File: config.mk
export PLATFORM = sky130hd
export DESIGN_NAME = elevator_controller_fsm_unit
export DESIGN_NICKNAME = d
export VERILOG_FILES = /design/src/rtl/elev_pkg.sv /design/src/rtl/elevator_controller_fsm_unit.sv /design/src/rtl/elev_step.sv
export SDC_FILE = /design/constraint.sdc
export NUM_CORES = 1
export LEC_CHECK = 0
export ABC_AREA = 1
export BUFFER_PORTS_ARGS = -buffer_cell sky130_fd_sc_hd__clkbuf_2
export CORE_ASPECT_RATIO = 0.75
export CORE_UTILIZATION = 55
export CTS_CLUSTER_DIAMETER = 80
export DETAILED_ROUTE_END_ITERATION = 10
export GPL_ROUTABILITY_DRIVEN = 0
export PLACE_DENSITY = 0.75
export SYNTH_ARGS = -nofsm -noshare
export SYNTH_HDL_FRONTEND = slang
export SYNTH_HIERARCHICAL = 1
export SYNTH_SLANG_ARGS = --single-unit
File: constraint.sdc
create_clock -name i_clk -period 2.75 [get_ports i_clk]
set_input_delay 0.1375 -clock i_clk [delete_from_list [all_inputs] [get_ports i_clk]]
set_output_delay 0.1375 -clock i_clk [all_outputs]
set_load 0.01 [all_outputs]
File: src/rtl/elev_pkg.sv
// elev_pkg: shared types, codes and constants of the elevator controller
`default_nettype none

package elev_pkg;

    // car geometry
    localparam int NUM_FLOORS = 3;
    localparam int MASK_W     = 3;
    localparam int FLOOR_W    = 2;
    localparam int TICK_W     = 8;
    localparam int MODE_W     = 3;
    localparam int HEAD_W     = 2;
    localparam int CFG_IDX_W  = 2;

    // reset values of the tick registers
    localparam logic [TICK_W-1:0] OPEN_TICKS_RST  = TICK_W'(10);
    localparam logic [TICK_W-1:0] WAIT_TICKS_RST  = TICK_W'(20);
    localparam logic [TICK_W-1:0] RUN_TICKS_RST   = TICK_W'(20);
    localparam logic [TICK_W-1:0] CLOSE_TICKS_RST = TICK_W'(10);

    // configuration register indexes
    localparam logic [CFG_IDX_W-1:0] CFG_OPEN_TICKS  = 2'd0;
    localparam logic [CFG_IDX_W-1:0] CFG_WAIT_TICKS  = 2'd1;
    localparam logic [CFG_IDX_W-1:0] CFG_RUN_TICKS   = 2'd2;
    localparam logic [CFG_IDX_W-1:0] CFG_CLOSE_TICKS = 2'd3;

    // mode codes as reported on the result
    localparam logic [MODE_W-1:0] CODE_STOP  = 3'd0;
    localparam logic [MODE_W-1:0] CODE_RUN   = 3'd1;
    localparam logic [MODE_W-1:0] CODE_OPEN  = 3'd2;
    localparam logic [MODE_W-1:0] CODE_CLOSE = 3'd3;
    localparam logic [MODE_W-1:0] CODE_WAIT  = 3'd4;

    // one-hot car mode
    typedef enum logic [4:0] {
        MODE_STOP  = 5'b00001,
        MODE_RUN   = 5'b00010,
        MODE_OPEN  = 5'b00100,
        MODE_CLOSE = 5'b01000,
        MODE_WAIT  = 5'b10000
    } t_mode;

    typedef enum logic [HEAD_W-1:0] {
        HEAD_NONE = 2'd0,
        HEAD_UP   = 2'd1,
        HEAD_DOWN = 2'd2
    } t_heading;

    typedef struct packed {
        logic [FLOOR_W-1:0] floor;
        t_mode              mode;
        t_heading           heading;
        logic [TICK_W-1:0]  countdown;
    } t_car_state;

    typedef struct packed {
        logic [TICK_W-1:0] open_ticks;
        logic [TICK_W-1:0] wait_ticks;
        logic [TICK_W-1:0] run_ticks;
        logic [TICK_W-1:0] close_ticks;
    } t_tick_cfg;

    typedef struct packed {
        logic [MASK_W-1:0] car_mask;
        logic [MASK_W-1:0] up_mask;
        logic [MASK_W-1:0] down_mask;
        logic              open_button;
        logic              close_button;
    } t_tick_req;

    function automatic logic [MODE_W-1:0] mode_code(input t_mode m);
        logic [MODE_W-1:0] c;
        unique case (m)
            MODE_RUN:   c = CODE_RUN;
            MODE_OPEN:  c = CODE_OPEN;
            MODE_CLOSE: c = CODE_CLOSE;
            MODE_WAIT:  c = CODE_WAIT;
            default:    c = CODE_STOP;
        endcase
        return c;
    endfunction

endpackage

`default_nettype wire

File: src/rtl/elevator_controller_fsm_unit.sv
// elevator_controller_fsm_unit: tick-driven elevator car controller, top level
// a result is registered and appears in the cycle after its tick request is accepted
// throughput: one tick request per cycle while o_stall is low; the car state registers loop back through elev_step
// input stall rises only while the result register is full and the output is stalled
// reset (synchronous, active low): floor one, stopped, no heading, countdown zero,
// tick registers back to 10/20/20/10, result register empty
`default_nettype none

module elevator_controller_fsm_unit (
    input  logic                             i_clk,
    input  logic                             i_rst_n,
    // tick request channel
    input  logic                             i_valid,
    output logic                             o_stall,
    input  logic [elev_pkg::MASK_W-1:0]      i_car_request_mask,
    input  logic [elev_pkg::MASK_W-1:0]      i_up_request_mask,
    input  logic [elev_pkg::MASK_W-1:0]      i_down_request_mask,
    input  logic                             i_open_button,
    input  logic                             i_close_button,
    // result channel
    output logic                             o_valid,
    input  logic                             i_stall,
    output logic [elev_pkg::FLOOR_W-1:0]     o_floor_now,
    output logic [elev_pkg::MODE_W-1:0]      o_mode_now,
    output logic [elev_pkg::HEAD_W-1:0]      o_heading,
    output logic                             o_open_taken,
    output logic                             o_close_taken,
    // configuration write channel
    input  logic                             i_cfg_valid,
    output logic                             o_cfg_ready,
    input  logic [elev_pkg::CFG_IDX_W-1:0]   i_cfg_index,
    input  logic [elev_pkg::TICK_W-1:0]      i_cfg_data
);
    import elev_pkg::*;

    // tick registers
    t_tick_cfg  r_cfg;

    // car state, updated once per accepted request
    t_car_state r_state;
    t_car_state n_state;

    // result register
    logic               r_out_valid;
    logic [FLOOR_W-1:0] r_floor;
    logic [MODE_W-1:0]  r_mode;
    logic [HEAD_W-1:0]  r_heading;
    logic               r_open_tk;
    logic               r_close_tk;

    t_tick_req req;
    logic      in_take;
    logic      n_open_tk;
    logic      n_close_tk;

    // the result register takes a new value from a valid request whenever it is empty or being drained
    assign o_stall = r_out_valid & i_stall;
    assign in_take = i_valid & ~o_stall;

    // configuration writes are always taken
    assign o_cfg_ready = 1'b1;

    always_ff @(posedge i_clk) begin
        if (!i_rst_n) begin
            r_cfg.open_ticks  <= OPEN_TICKS_RST;
            r_cfg.wait_ticks  <= WAIT_TICKS_RST;
            r_cfg.run_ticks   <= RUN_TICKS_RST;
            r_cfg.close_ticks <= CLOSE_TICKS_RST;
        end else if (i_cfg_valid) begin
            unique case (i_cfg_index)
                CFG_OPEN_TICKS:  r_cfg.open_ticks  <= i_cfg_data;
                CFG_WAIT_TICKS:  r_cfg.wait_ticks  <= i_cfg_data;
                CFG_RUN_TICKS:   r_cfg.run_ticks   <= i_cfg_data;
                CFG_CLOSE_TICKS: r_cfg.close_ticks <= i_cfg_data;
                default:         r_cfg             <= r_cfg;
            endcase
        end
    end

    // gather the request fields for the transition logic
    assign req.car_mask     = i_car_request_mask;
    assign req.up_mask      = i_up_request_mask;
    assign req.down_mask    = i_down_request_mask;
    assign req.open_button  = i_open_button;
    assign req.close_button = i_close_button;

    elev_step u_step (
        .i_state       (r_state),
        .i_req         (req),
        .i_cfg         (r_cfg),
        .o_state       (n_state),
        .o_open_taken  (n_open_tk),
        .o_close_taken (n_close_tk)
    );

    // car state
    always_ff @(posedge i_clk) begin
        if (!i_rst_n) begin
            r_state.floor     <= FLOOR_W'(1);
            r_state.mode      <= MODE_STOP;
            r_state.heading   <= HEAD_NONE;
            r_state.countdown <= '0;
        end else if (in_take) begin
            r_state <= n_state;
        end
    end

    // result valid flag
    always_ff @(posedge i_clk) begin
        if (!i_rst_n) begin
            r_out_valid <= 1'b0;
        end else if (in_take) begin
            r_out_valid <= 1'b1;
        end else if (!i_stall) begin
            r_out_valid <= 1'b0;
        end
    end

    // result payload, reports the state after the tick
    always_ff @(posedge i_clk) begin
        if (in_take) begin
            r_floor    <= n_state.floor;
            r_mode     <= mode_code(n_state.mode);
            r_heading  <= n_state.heading;
            r_open_tk  <= n_open_tk;
            r_close_tk <= n_close_tk;
        end
    end

    assign o_valid       = r_out_valid;
    assign o_floor_now   = r_floor;
    assign o_mode_now    = r_mode;
    assign o_heading     = r_heading;
    assign o_open_taken  = r_open_tk;
    assign o_close_taken = r_close_tk;

endmodule

`default_nettype wire

File: src/rtl/elev_step.sv
// elev_step: transition logic of the car for one tick
`default_nettype none

module elev_step (
    input  elev_pkg::t_car_state i_state,
    input  elev_pkg::t_tick_req  i_req,
    input  elev_pkg::t_tick_cfg  i_cfg,
    output elev_pkg::t_car_state o_state,
    output logic                 o_open_taken,
    output logic                 o_close_taken
);
    import elev_pkg::*;

    localparam logic [FLOOR_W-1:0] TOP_FLOOR = FLOOR_W'(NUM_FLOORS);
    localparam logic [FLOOR_W-1:0] BOT_FLOOR = FLOOR_W'(1);

    logic [NUM_FLOORS-1:0] any_req;
    logic [NUM_FLOORS-1:0] car_at;
    logic [NUM_FLOORS-1:0] up_at;
    logic [NUM_FLOORS-1:0] down_at;
    logic                  low_found;
    logic [FLOOR_W-1:0]    low_floor;
    logic [FLOOR_W-1:0]    run_floor;
    t_heading              run_head;
    logic                  run_hit;

    // any request strictly beyond floor fl in direction hd (none reads as down)
    function automatic logic ahead_of(input logic [NUM_FLOORS-1:0] req,
                                      input logic [FLOOR_W-1:0] fl,
                                      input t_heading hd);
        logic hit;
        hit = 1'b0;
        for (int f = 0; f < NUM_FLOORS; f++) begin
            if (req[f]) begin
                if (hd == HEAD_UP) begin
                    if (FLOOR_W'(f + 1) > fl) hit = 1'b1;
                end else begin
                    if (FLOOR_W'(f + 1) < fl) hit = 1'b1;
                end
            end
        end
        return hit;
    endfunction

    // request bits per floor, floors beyond the masks read as empty
    always_comb begin
        for (int f = 0; f < NUM_FLOORS; f++) begin
            if (f < MASK_W) begin
                car_at[f]  = i_req.car_mask[f];
                up_at[f]   = i_req.up_mask[f];
                down_at[f] = i_req.down_mask[f];
            end else begin
                car_at[f]  = 1'b0;
                up_at[f]   = 1'b0;
                down_at[f] = 1'b0;
            end
            any_req[f] = car_at[f] | up_at[f] | down_at[f];
        end
    end

    // lowest requested floor
    always_comb begin
        low_found = 1'b0;
        low_floor = BOT_FLOOR;
        for (int f = NUM_FLOORS - 1; f >= 0; f--) begin
            if (any_req[f]) begin
                low_found = 1'b1;
                low_floor = FLOOR_W'(f + 1);
            end
        end
    end

    // one floor of travel, turning round at the ends
    always_comb begin
        if (i_state.heading == HEAD_UP) begin
            run_floor = (i_state.floor < TOP_FLOOR) ? i_state.floor + 1'b1 : i_state.floor;
        end else begin
            run_floor = (i_state.floor > BOT_FLOOR) ? i_state.floor - 1'b1 : i_state.floor;
        end
        run_head = i_state.heading;
        if (run_floor == BOT_FLOOR) run_head = HEAD_UP;
        if (run_floor == TOP_FLOOR) run_head = HEAD_DOWN;
        run_hit = 1'b0;
        for (int f = 0; f < NUM_FLOORS; f++) begin
            if (FLOOR_W'(f + 1) == run_floor) begin
                run_hit = car_at[f] || (run_head == HEAD_UP && up_at[f]) ||
                          (run_head == HEAD_DOWN && down_at[f]);
            end
        end
    end

    always_comb begin
        o_state       = i_state;
        o_open_taken  = 1'b0;
        o_close_taken = 1'b0;
        if (i_state.countdown == '0) begin
            unique case (i_state.mode)
                MODE_RUN: begin
                    o_state.floor   = run_floor;
                    o_state.heading = run_head;
                    if (run_hit) begin
                        o_state.mode      = MODE_OPEN;
                        o_state.countdown = i_cfg.open_ticks;
                    end else if (ahead_of(any_req, run_floor, run_head)) begin
                        o_state.mode      = MODE_RUN;
                        o_state.countdown = i_cfg.run_ticks;
                    end else begin
                        o_state.mode    = MODE_STOP;
                        o_state.heading = HEAD_NONE;
                    end
                end
                MODE_OPEN: begin
                    o_state.mode      = MODE_WAIT;
                    o_state.countdown = i_cfg.wait_ticks;
                end
                MODE_WAIT: begin
                    o_state.mode      = MODE_CLOSE;
                    o_state.countdown = i_cfg.close_ticks;
                end
                MODE_CLOSE: begin
                    if ((i_state.heading == HEAD_UP || i_state.heading == HEAD_DOWN) &&
                        ahead_of(any_req, i_state.floor, i_state.heading)) begin
                        o_state.mode      = MODE_RUN;
                        o_state.countdown = i_cfg.run_ticks;
                    end else begin
                        o_state.mode    = MODE_STOP;
                        o_state.heading = HEAD_NONE;
                    end
                end
                default: begin
                    o_state.mode = MODE_STOP;
                    if (i_req.open_button) begin
                        o_state.mode      = MODE_OPEN;
                        o_state.countdown = i_cfg.open_ticks;
                        o_open_taken      = 1'b1;
                    end else if (low_found) begin
                        if (low_floor == i_state.floor) begin
                            o_state.mode      = MODE_OPEN;
                            o_state.countdown = i_cfg.open_ticks;
                        end else begin
                            o_state.mode      = MODE_RUN;
                            o_state.countdown = i_cfg.run_ticks;
                            o_state.heading   = (low_floor > i_state.floor) ? HEAD_UP : HEAD_DOWN;
                        end
                    end
                end
            endcase
        end else begin
            o_state.countdown = i_state.countdown - 1'b1;
            if (i_state.mode == MODE_WAIT) begin
                if (i_req.open_button) begin
                    o_state.countdown = i_cfg.wait_ticks;
                    o_open_taken      = 1'b1;
                end else if (i_req.close_button) begin
                    o_state.countdown = '0;
                    o_close_taken     = 1'b1;
                end
            end
        end
    end

endmodule

`default_nettype wire

Yosys cells after proc, flatten, opt, wreduce, memory -nomap -nowiden:

Index checks and enable logic that the tools add are counted.

* register bits after elaboration: 59
* input bits: 26
* output and inout bits: 12
* word-level logic and storage cells: 168

* add/subtract/negate cells: 3
* $lt $le $gt $ge: 15
* equality and inequality tests: 25
* muxes and demuxes: 77
* bitwise logic cells: 10
* reduce and logical (&&, ||, !) cells: 24

Operator list (count)
* 8-bit 2-to-1 mux: 9
* 1-bit 2-to-1 mux: 42
* 2-bit 2-to-1 mux: 17
* 8-bit case mux with 4 select lines: 1
* 5-bit case mux with 4 select lines: 1
* 13-bit 2-to-1 mux: 1
* 3-bit case mux with 4 select lines: 1
* 2-bit == test (second input constant): 5
* 5-bit by 2-bit == test with 1-bit output (second input constant): 2
* 5-bit by 3-bit == test with 1-bit output (second input constant): 2
* 5-bit by 4-bit == test with 1-bit output (second input constant): 2
* 5-bit == test (second input constant): 2
* 9-bit 2-to-1 mux: 1
* 2-bit by 1-bit == test with 1-bit output (second input constant): 4
* 2-bit > comparator (first input constant): 4
* 8-bit zero test: 1
* 2-bit < comparator (first input constant): 4
* 2-bit AND reduction: 4
* 8-bit by 1-bit subtractor with 8-bit output (second input constant): 1
* 1-bit logical AND: 7
* 1-bit logical OR: 7
* 7-bit by 6-bit inequality test with 1-bit output (second input constant): 1
* 3-bit 2-to-1 mux: 2
* 1-bit bitwise OR: 6
* other kinds (22): 27

Longest topological paths before layout:

Gate-level depths: netlist of the first run.

* depth in word-level cells: 24
* depth in mapped cells: 23
* depth with buffers taken out: 23

By module:

Netlist of the first run, hierarchy kept.

By module, submodules not included
* elevator_controller_fsm_unit: instances 1, cells an instance 317, area an instance 2373.5 um^2, seq. area each 1271.2 um^2
* elev_step: instances 1, cells an instance 345, area an instance 1794.2 um^2, seq. area each 0.0 um^2

Least setup slack after synthesis of the first run:

Ideal clock, no wire load.

* path type: register to register
* from: register r_state[15] (netlist name)
* to: register r_mode[1] (netlist: o_mode_now[1]), data pin
* library setup time: 257 ps
* arrival: 2159 ps
* data required time: 2493 ps
* slack: 334 ps
* cell stages (with the launch flop): 19
* buffers on the path: 0
* clock period less this slack: 2416 ps
* cells stage by stage: dfxtp_1 -> inv_1 -> ha_1 -> o21ai_1 -> nand2_2 -> nand2_2 -> inv_4 -> nand3_2 -> nand3_2 -> nand2_4 -> nand2_2 -> nor2_4 -> nand3_4 -> nand2_4 -> o22ai_1 -> inv_1 -> inv_1 -> nand3_1 -> a21oi_1

RTL lines
* from (decl): line elevator_controller_fsm_unit.sv:40 `t_car_state r_state;`
* from (signal assigned): line elevator_controller_fsm_unit.sv:104 `r_state <= n_state;`
* to (signal assigned): line elevator_controller_fsm_unit.sv:123 `r_mode <= mode_code(n_state.mode);`
* to (decl): line elevator_controller_fsm_unit.sv:46 `logic [MODE_W-1:0] r_mode;`

==> results of run 1 <==
tightest hold or removal path, cell delays in order:
cell,delay (ns)
clkbuf_2,0.12
nand2_1,0.06
nand3_1,0.05
area by class of cell:
| cell class | count | area (sq um) | area share (%) |
|---|---|---|---|
| Multi-Input combinational cell | 490 | 2469 | 52.66 |
| Inverter | 91 | 344.1 | 7.339 |
| Timing Repair Buffer | 51 | 292.8 | 6.245 |
| Clock inverter | 7 | 58.81 | 1.254 |
| Tap cell | 101 | 126.4 | 2.695 |
| Sequential cell | 59 | 1274 | 27.17 |
| Clock buffer | 9 | 123.9 | 2.642 |
layer usage:
layer	wire, um	global-route usage, %	vias to the layer above
li1	-	-	2181
met1	5236	43.64	2023
met2	5307	48.07	227
met3	1140	6.847	26
met4	178	11.43	0
met5	0	0	-
cell usage after synthesis:
| cell type | count |
|---|---|
| nand4_1 | 4 |
| nand3b_1 | 12 |
| a221oi_1 | 3 |
| clkbuf_1 | 7 |
| o21ai_2 | 2 |
| o21ai_1 | 6 |
| inv_1 | 82 |
| o211a_1 | 1 |
| nand2_1 | 187 |
| dfxtp_1 | 50 |
| a211oi_1 | 2 |
| o21bai_1 | 1 |
| nand3_2 | 8 |
| nor3_4 | 1 |
| clkinv_1 | 4 |
| nand2_4 | 3 |
| a41oi_1 | 2 |
| o31ai_1 | 2 |
| buf_6 | 1 |
| nor2_4 | 1 |
| o211ai_1 | 8 |
| nor2_1 | 109 |
| buf_4 | 6 |
| o22ai_1 | 2 |
| o221ai_1 | 1 |
| edfxtp_1 | 9 |
| ha_1 | 10 |
| nand3_4 | 2 |
| a21boi_0 | 1 |
| inv_2 | 4 |
| a21oi_1 | 14 |
| xnor2_1 | 2 |
| nand2_2 | 12 |
| buf_2 | 8 |
| nand3_1 | 64 |
| conb_1 | 1 |
| nor3_1 | 3 |
| o21ai_4 | 1 |
| inv_4 | 1 |
| a22oi_1 | 2 |
| o221ai_2 | 1 |
| xor2_1 | 4 |
| a31oi_1 | 1 |
| o21ai_0 | 17 |
layout by cell type (no fill, tap or decap), types with 4 or more instances in the layout:
cell      instances
a21oi_1          14
buf_4            15
clkbuf_2         36
clkbuf_8          9
clkinv_1          7
dfxtp_1          48
edfxtp_1          9
ha_1              7
inv_1            81
inv_2             5
nand2_1         186
nand2_2          12
nand2_4           4
nand3_1          64
nand3_2           8
nand3b_1         12
nand4_1           4
nor2_1          109
o211ai_1          8
o21ai_0          17
o21ai_1           5
xor2_1            4
power by group:
part / leakage (nW) / internal (mW) / switching (mW) / total, mW
sequential: 0.501 / 0.945 / 0.0608 / 1.01
clock: 0.0915 / 0.405 / 0.356 / 0.761
combinational: 1.76 / 0.305 / 0.536 / 0.841
total: 2.36 / 1.66 / 0.953 / 2.61
flip-flops by register name, summed over array words and instances (netlist names):
name           cells
o_open_taken       1
o_valid            1
o_heading          2
r_state           17
r_cfg             32
o_floor_now        2
o_close_taken      1
o_mode_now         3
cells by family (layout without fill, tap and decap cells):
family | Yosys count | after routing | share of synthesized area (%)
fa+ha+maj | 10 | 10 | 3.002
buf+inv | 113 | 158 | 11.20
flops | 59 | 59 | 30.50
other cells | 1 | 1 | 0.08998
xor+xnor | 6 | 6 | 1.261
compound gates | 67 | 67 | 10.45
simple gates | 406 | 406 | 43.50
worst max path at each step:
| stage | startpoint | endpoint | slack, ns | depth (start not counted) |
|---|---|---|---|---|
| 2_1_floorplan | r_state[15] | o_mode_now[1] | 0.33 | 18 |
| 3_3_place_gp | r_state[9] | o_mode_now[1] | 0.19 | 16 |
| 3_5_place_dp | r_state[9] | o_mode_now[2] | 0.06 | 16 |
| 4_1_cts | r_state[9] | o_mode_now[2] | 0.04 | 16 |
| 5_1_grt | r_state[9] | o_mode_now[1] | 0.004 | 20 |
| 6_report | r_state[15] | o_mode_now[2] | 0.16 | 14 |
repair_timing:
item	in CTS	in global routing
resized for setup	0	10
buffers inserted	0	3
setup endpoints to repair	0	14
per-stage QoR:
| stage | power, mW | hold slack (ns) | setup slack, ns | utilization, % | area (sq um) |
|---|---|---|---|---|---|
| 2_1_floorplan | 1.619 | 0.2507 | 0.3338 | - | 4168 |
| 3_3_place_gp | 1.786 | 0.4062 | 0.1929 | 60.59 | 4442 |
| 3_5_place_dp | 1.815 | 0.4143 | 0.06128 | 60.59 | 4442 |
| 4_1_cts | 2.575 | 0.05000 | 0.04358 | 63.08 | 4624 |
| 5_1_grt | 2.758 | 0.06962 | 0.004209 | 63.95 | 4688 |
| 6_report | 2.608 | 0.06175 | 0.1555 | 63.95 | 4688 |
==> flow_summary.toml, run 1 <==
[min_path]
hp-class = "input pin to flip-flop"
min_path_cells = 3
hp-start = "i_cfg_data[2]"
min_to = "r_cfg[10]"

[final_layout]
fillers = 700
drive_gt1_share_pct = 15.28
syn2layout_area_growth_pct = 12.49
layout.nets = 738
n_antenna_cell = 0
fin_cells = 808

[power]
p_leak_nw = 2.356
power_density_nw_per_um2 = 556.4
ir_drop_v = 0.0003118

[yosys]
syn_nets = 698
ys.warnings.count = 6
synth.yosys.seq_area_share_pct = 30.50
synth.avg_cell_area_sq_um = 6.296
netlist_area_sq_um = 4168
synth_area_leaders = "dfxtp_1 24%, nand2_1 17%, nor2_1 9.8%"
synth.top_cell.area_share_pct = 24.02
synth-seq-cells = 59
yosysTopAreaCell = "dfxtp_1"
yosysUniqueCellTypes = 44
postSynthCellCount = 662

[detailed_routing]
drc = 0
ant_nets = 0
drt_pre_antenna_iters = 5
viasPerCell = 5.516
vias = 4457
wirelength_um = 11860
post_drt_wl_per_cell_um = 14.68
drt_iter0_markers = 441

[clocking]
clock_path_buffers = 2
cts_tree = "yes"
clock-root-buffer = "clkbuf_8"
clk_pin_slew_worst_paths_ns = 0.07
cts_max_level = 3
numCtsBuffers = 9
hold_buffers = 0
clock_latency_ns = 0.34
numClockSinks = 59

[setup_path]
crit_path_cell_trace = "buf_4 > ha_1 > o21ai_2 > nand2_1 > nand2_2 > nand2_2 > o221ai_2 > nand3_2 > o21ai_4 > o22ai_1 > inv_1 > inv_1 > nand3_1 > nor2_1"
r2r_slack_ns = 0.16
rr_startpoint = "r_state[15]"
worst_path_largest_cell_delay_ns = 0.33
crit_required_ns = 2.86
critPathMaxFanout = 7
r2r_end = "o_mode_now[2]"
crit_family = "compound AO/OA/AOI/OAI gates"
ff2ff_path_depth = 14
worstSetupEndpointType = "flip-flop"
crit_buf_inv = 3
worstSetupPathType = "flip-flop to flip-flop"
slowest_stage = "dfxtp_2"
crit_path_start_kind = "flip-flop"
arrival_ns = 2.70

[global_route]
antenna_found_initial = 0
grt.overflow.total = 0
grt_pass1_vias = 4044
gr-usage-all-layers_pct = 31.62
grt_max_degree = 51
grt_pass1_wl_um = 19360

[placement]
dp_cells = 789
io_buffers = 36
hpwlAfterDp_um = 8619

[die]
ios = 38
die_w_um = 102.5
coreArea_sq_um = 7331
dieHeight_um = 77.39
initial_utilization_pct = 56.85
num_rows = 27
dieArea_sq_um = 7933

[timing]
skew_ns = 0.003597
min_period_over_period_pct = 94.34
rsz0062_at_grt = "no"
slew_viol_final = 0
slew_headroom_pct = 29.69
clock.fmax_mhz = 385.4
min_period_ns = 2.594
hold_violations = 0
setup_tns_ns = 0
worst_slew_pin_slew_ns = 1.055
setup_violations = 0

[run]
maxCapViolCount = 0

[status]
status = "finished, final reports clean"
(Power assumes the default switching activity.)
==> run 2, diff against run 1 <==
--- a/config.mk
+++ b/config.mk
@@ -8,11 +8,11 @@
 export ABC_AREA = 1
 export BUFFER_PORTS_ARGS = -buffer_cell sky130_fd_sc_hd__clkbuf_2
 export CORE_ASPECT_RATIO = 0.75
-export CORE_UTILIZATION = 55
+export CORE_UTILIZATION = 60
 export CTS_CLUSTER_DIAMETER = 80
 export DETAILED_ROUTE_END_ITERATION = 10
 export GPL_ROUTABILITY_DRIVEN = 0
-export PLACE_DENSITY = 0.75
+export PLACE_DENSITY = 0.8
 export SYNTH_ARGS = -nofsm -noshare
 export SYNTH_HDL_FRONTEND = slang
 export SYNTH_HIERARCHICAL = 1
==> run 2 against run 1 <==
The run now ends with DRC left. Core utilization up 8.3 points. Non-clock buffer count down 3. Critical path depth up 2. Sequential power about the same. Largest cell class unchanged. Final cell count down 2.7%. Sequential share of layout area down 0.099 points. Count of clock-buffer cells in the layout up 5. Worst hold slack about the same. Clock skew up 0.0091 ns. Critical endpoint is now o_mode_now[1]. Total power up 6.7%.
==> flow_summary.toml, run 2 (synthesized netlist as in run 1, its figures left out) <==
[detailed_routing]
drc = 5
ant_nets = 0
drt_pre_antenna_iters = 11
drt_iter0_markers = 618
post_drt_wl_per_cell_um = 14.78
vias = 4497
viasPerCell = 5.721
wirelength_um = 11620

[clocking]
hold_buffers = 0
clock_latency_ns = 0.34
clk_pin_slew_worst_paths_ns = 0.07
numClockSinks = 59
cts_max_level = 3
cts_tree = "yes"
clock_path_buffers = 2
numCtsBuffers = 9
clock-root-buffer = "clkbuf_8"

[power]
switchingPower_mw = 0.9694
p_sw_share_pct = 34.83
p_int_mw = 1.814
finalPower_mw = 2.783
power_density_nw_per_um2 = 592.0
p_leak_nw = 2.378
clkPwrFrac_pct = 33.1
power.share.sequential_pct = 36.2
ir_drop_v = 0.0006642
pwr-share-comb_pct = 30.8

[die]
dieArea_sq_um = 7287
num_rows = 25
coreArea_sq_um = 6506
initial_utilization_pct = 64.06
ios = 38
dieHeight_um = 74.18
die_w_um = 98.24

[global_route]
grt_pass1_vias = 3959
antenna_found_initial = 0
grt_pass1_wl_um = 18930
gr-usage-all-layers_pct = 32.71
grt.overflow.total = 0
grt_max_degree = 51

[setup_path]
crit_top_cell = "nand2_2"
worstSetupEndpointType = "flip-flop"
crit_required_ns = 2.84
ff2ff_path_depth = 16
worstSetupPathType = "flip-flop to flip-flop"
crit_path_start_kind = "flip-flop"
crit_path_cell_trace = "buf_4 > ha_1 > o21ai_2 > nand2_2 > nand2_2 > nand2_2 > o21ai_2 > nand2_2 > nand2_2 > nand3_4 > nand2_4 > o22ai_1 > inv_1 > inv_1 > nand3_1 > a21oi_1"
worst_path_largest_cell_delay_ns = 0.33
critPathMaxFanout = 6
arrival_ns = 2.69
slowest_stage = "dfxtp_1"

[placement]
io_buffers = 36
pre_cts_ws_ns = 0.1138
dpl_cell_area_sq_um = 4394
hpwlAfterDp_um = 8086

[final_layout]
top_register = "r_cfg"
layout_common_cells = "186 x nand2_1, 109 x nor2_1, 81 x inv_1"
largest_reg_flops = 32
drive_gt1_share_pct = 14.89
n_antenna_cell = 0
multi_input_area_sq_um = 2479
fillers = 561
register_area_sq_um = 1272
layout_commonest_cell = "nand2_1"
syn2layout_area_growth_pct = 12.79
fin_util_pct = 72.25
final_cell_area_sq_um = 4701
layout.nets = 736

[timing]
setup_tns_ns = 0
layout_setup_ws_ns = 0.1507
worst_slew_pin_slew_ns = 1.053
min_period_over_period_pct = 94.52
slew_viol_final = 0
min_period_ns = 2.599
hold_violations = 0
clock.fmax_mhz = 384.7
skew_ns = 0.01266
slew_headroom_pct = 29.77
setup_violations = 0

[status]
status = "finished with violations"
violations = "DRC"

[run]
maxCapViolCount = 0

[min_path]
hp-class = "input pin to flip-flop"
min_path_cells = 3
[run 2: worst paths after layout]
check / startpoint / endpoint / slack, ns
max reg2reg: r_state[16] / o_mode_now[1] / 0.15
max: r_state[16] / o_mode_now[1] / 0.15
min reg2reg: r_state[1] / r_state[1] / 0.49
min: i_cfg_data[2] / r_cfg[10] / 0.06
[run 2: worst max-delay path, delay by kind of cell (launching register included)]
kind | cells | cell delay [ns]
AO/OA/AOI/OAI | 4 | 0.56
flip-flops | 1 | 0.33
buffers and inverters | 3 | 0.32
adder cells (fa/ha/maj) | 1 | 0.24
AND/OR/NAND/NOR | 8 | 0.89
[run 2: power by group through the flow]
stage | sequential (mW) | clock [mW] | combinational [mW]
after CTS | 1.00 | 0.922 | 0.786
after detailed placement | 1.02 | 0 | 0.777
after global routing | 1.01 | 0.962 | 0.942
after floorplan | 1.01 | 0 | 0.606
after global placement | 1.02 | 0 | 0.757
final | 1.01 | 0.920 | 0.856
[run 2: what timing repair did]
item	4_1_cts	5_1_grt
setup buffers	0	3
gates resized for setup	0	9
setup endpoints to repair	0	14
[run 2: stage by stage]
| step | hold WS [ns] | instances |
|---|---|---|
| floorplan | 0.2507 | 662 |
| global placement | 0.3955 | 766 |
| detailed placement | 0.4000 | 766 |
| CTS | 0.05785 | 782 |
| global route | 0.06684 | 786 |
| finish | 0.06180 | 786 |
[run 2: layer usage]
metal  track usage, %  wire, um  vias to the layer above
met5                0         0                        -
li1                 -         -                     2176
met4            9.619       221                        0
met1            44.94      5183                     2007
met2            52.19      5013                      274
met3            7.425      1201                       40
[run 2: area by class of cell]
type | count | area share, %
flip-flops and latches | 59 | 27.07
inverters | 91 | 7.373
multi-input cells | 491 | 52.73
repair buffers | 48 | 5.749
well taps | 81 | 2.156
clock inverters | 2 | 0.7719
clock buffers | 14 | 4.152
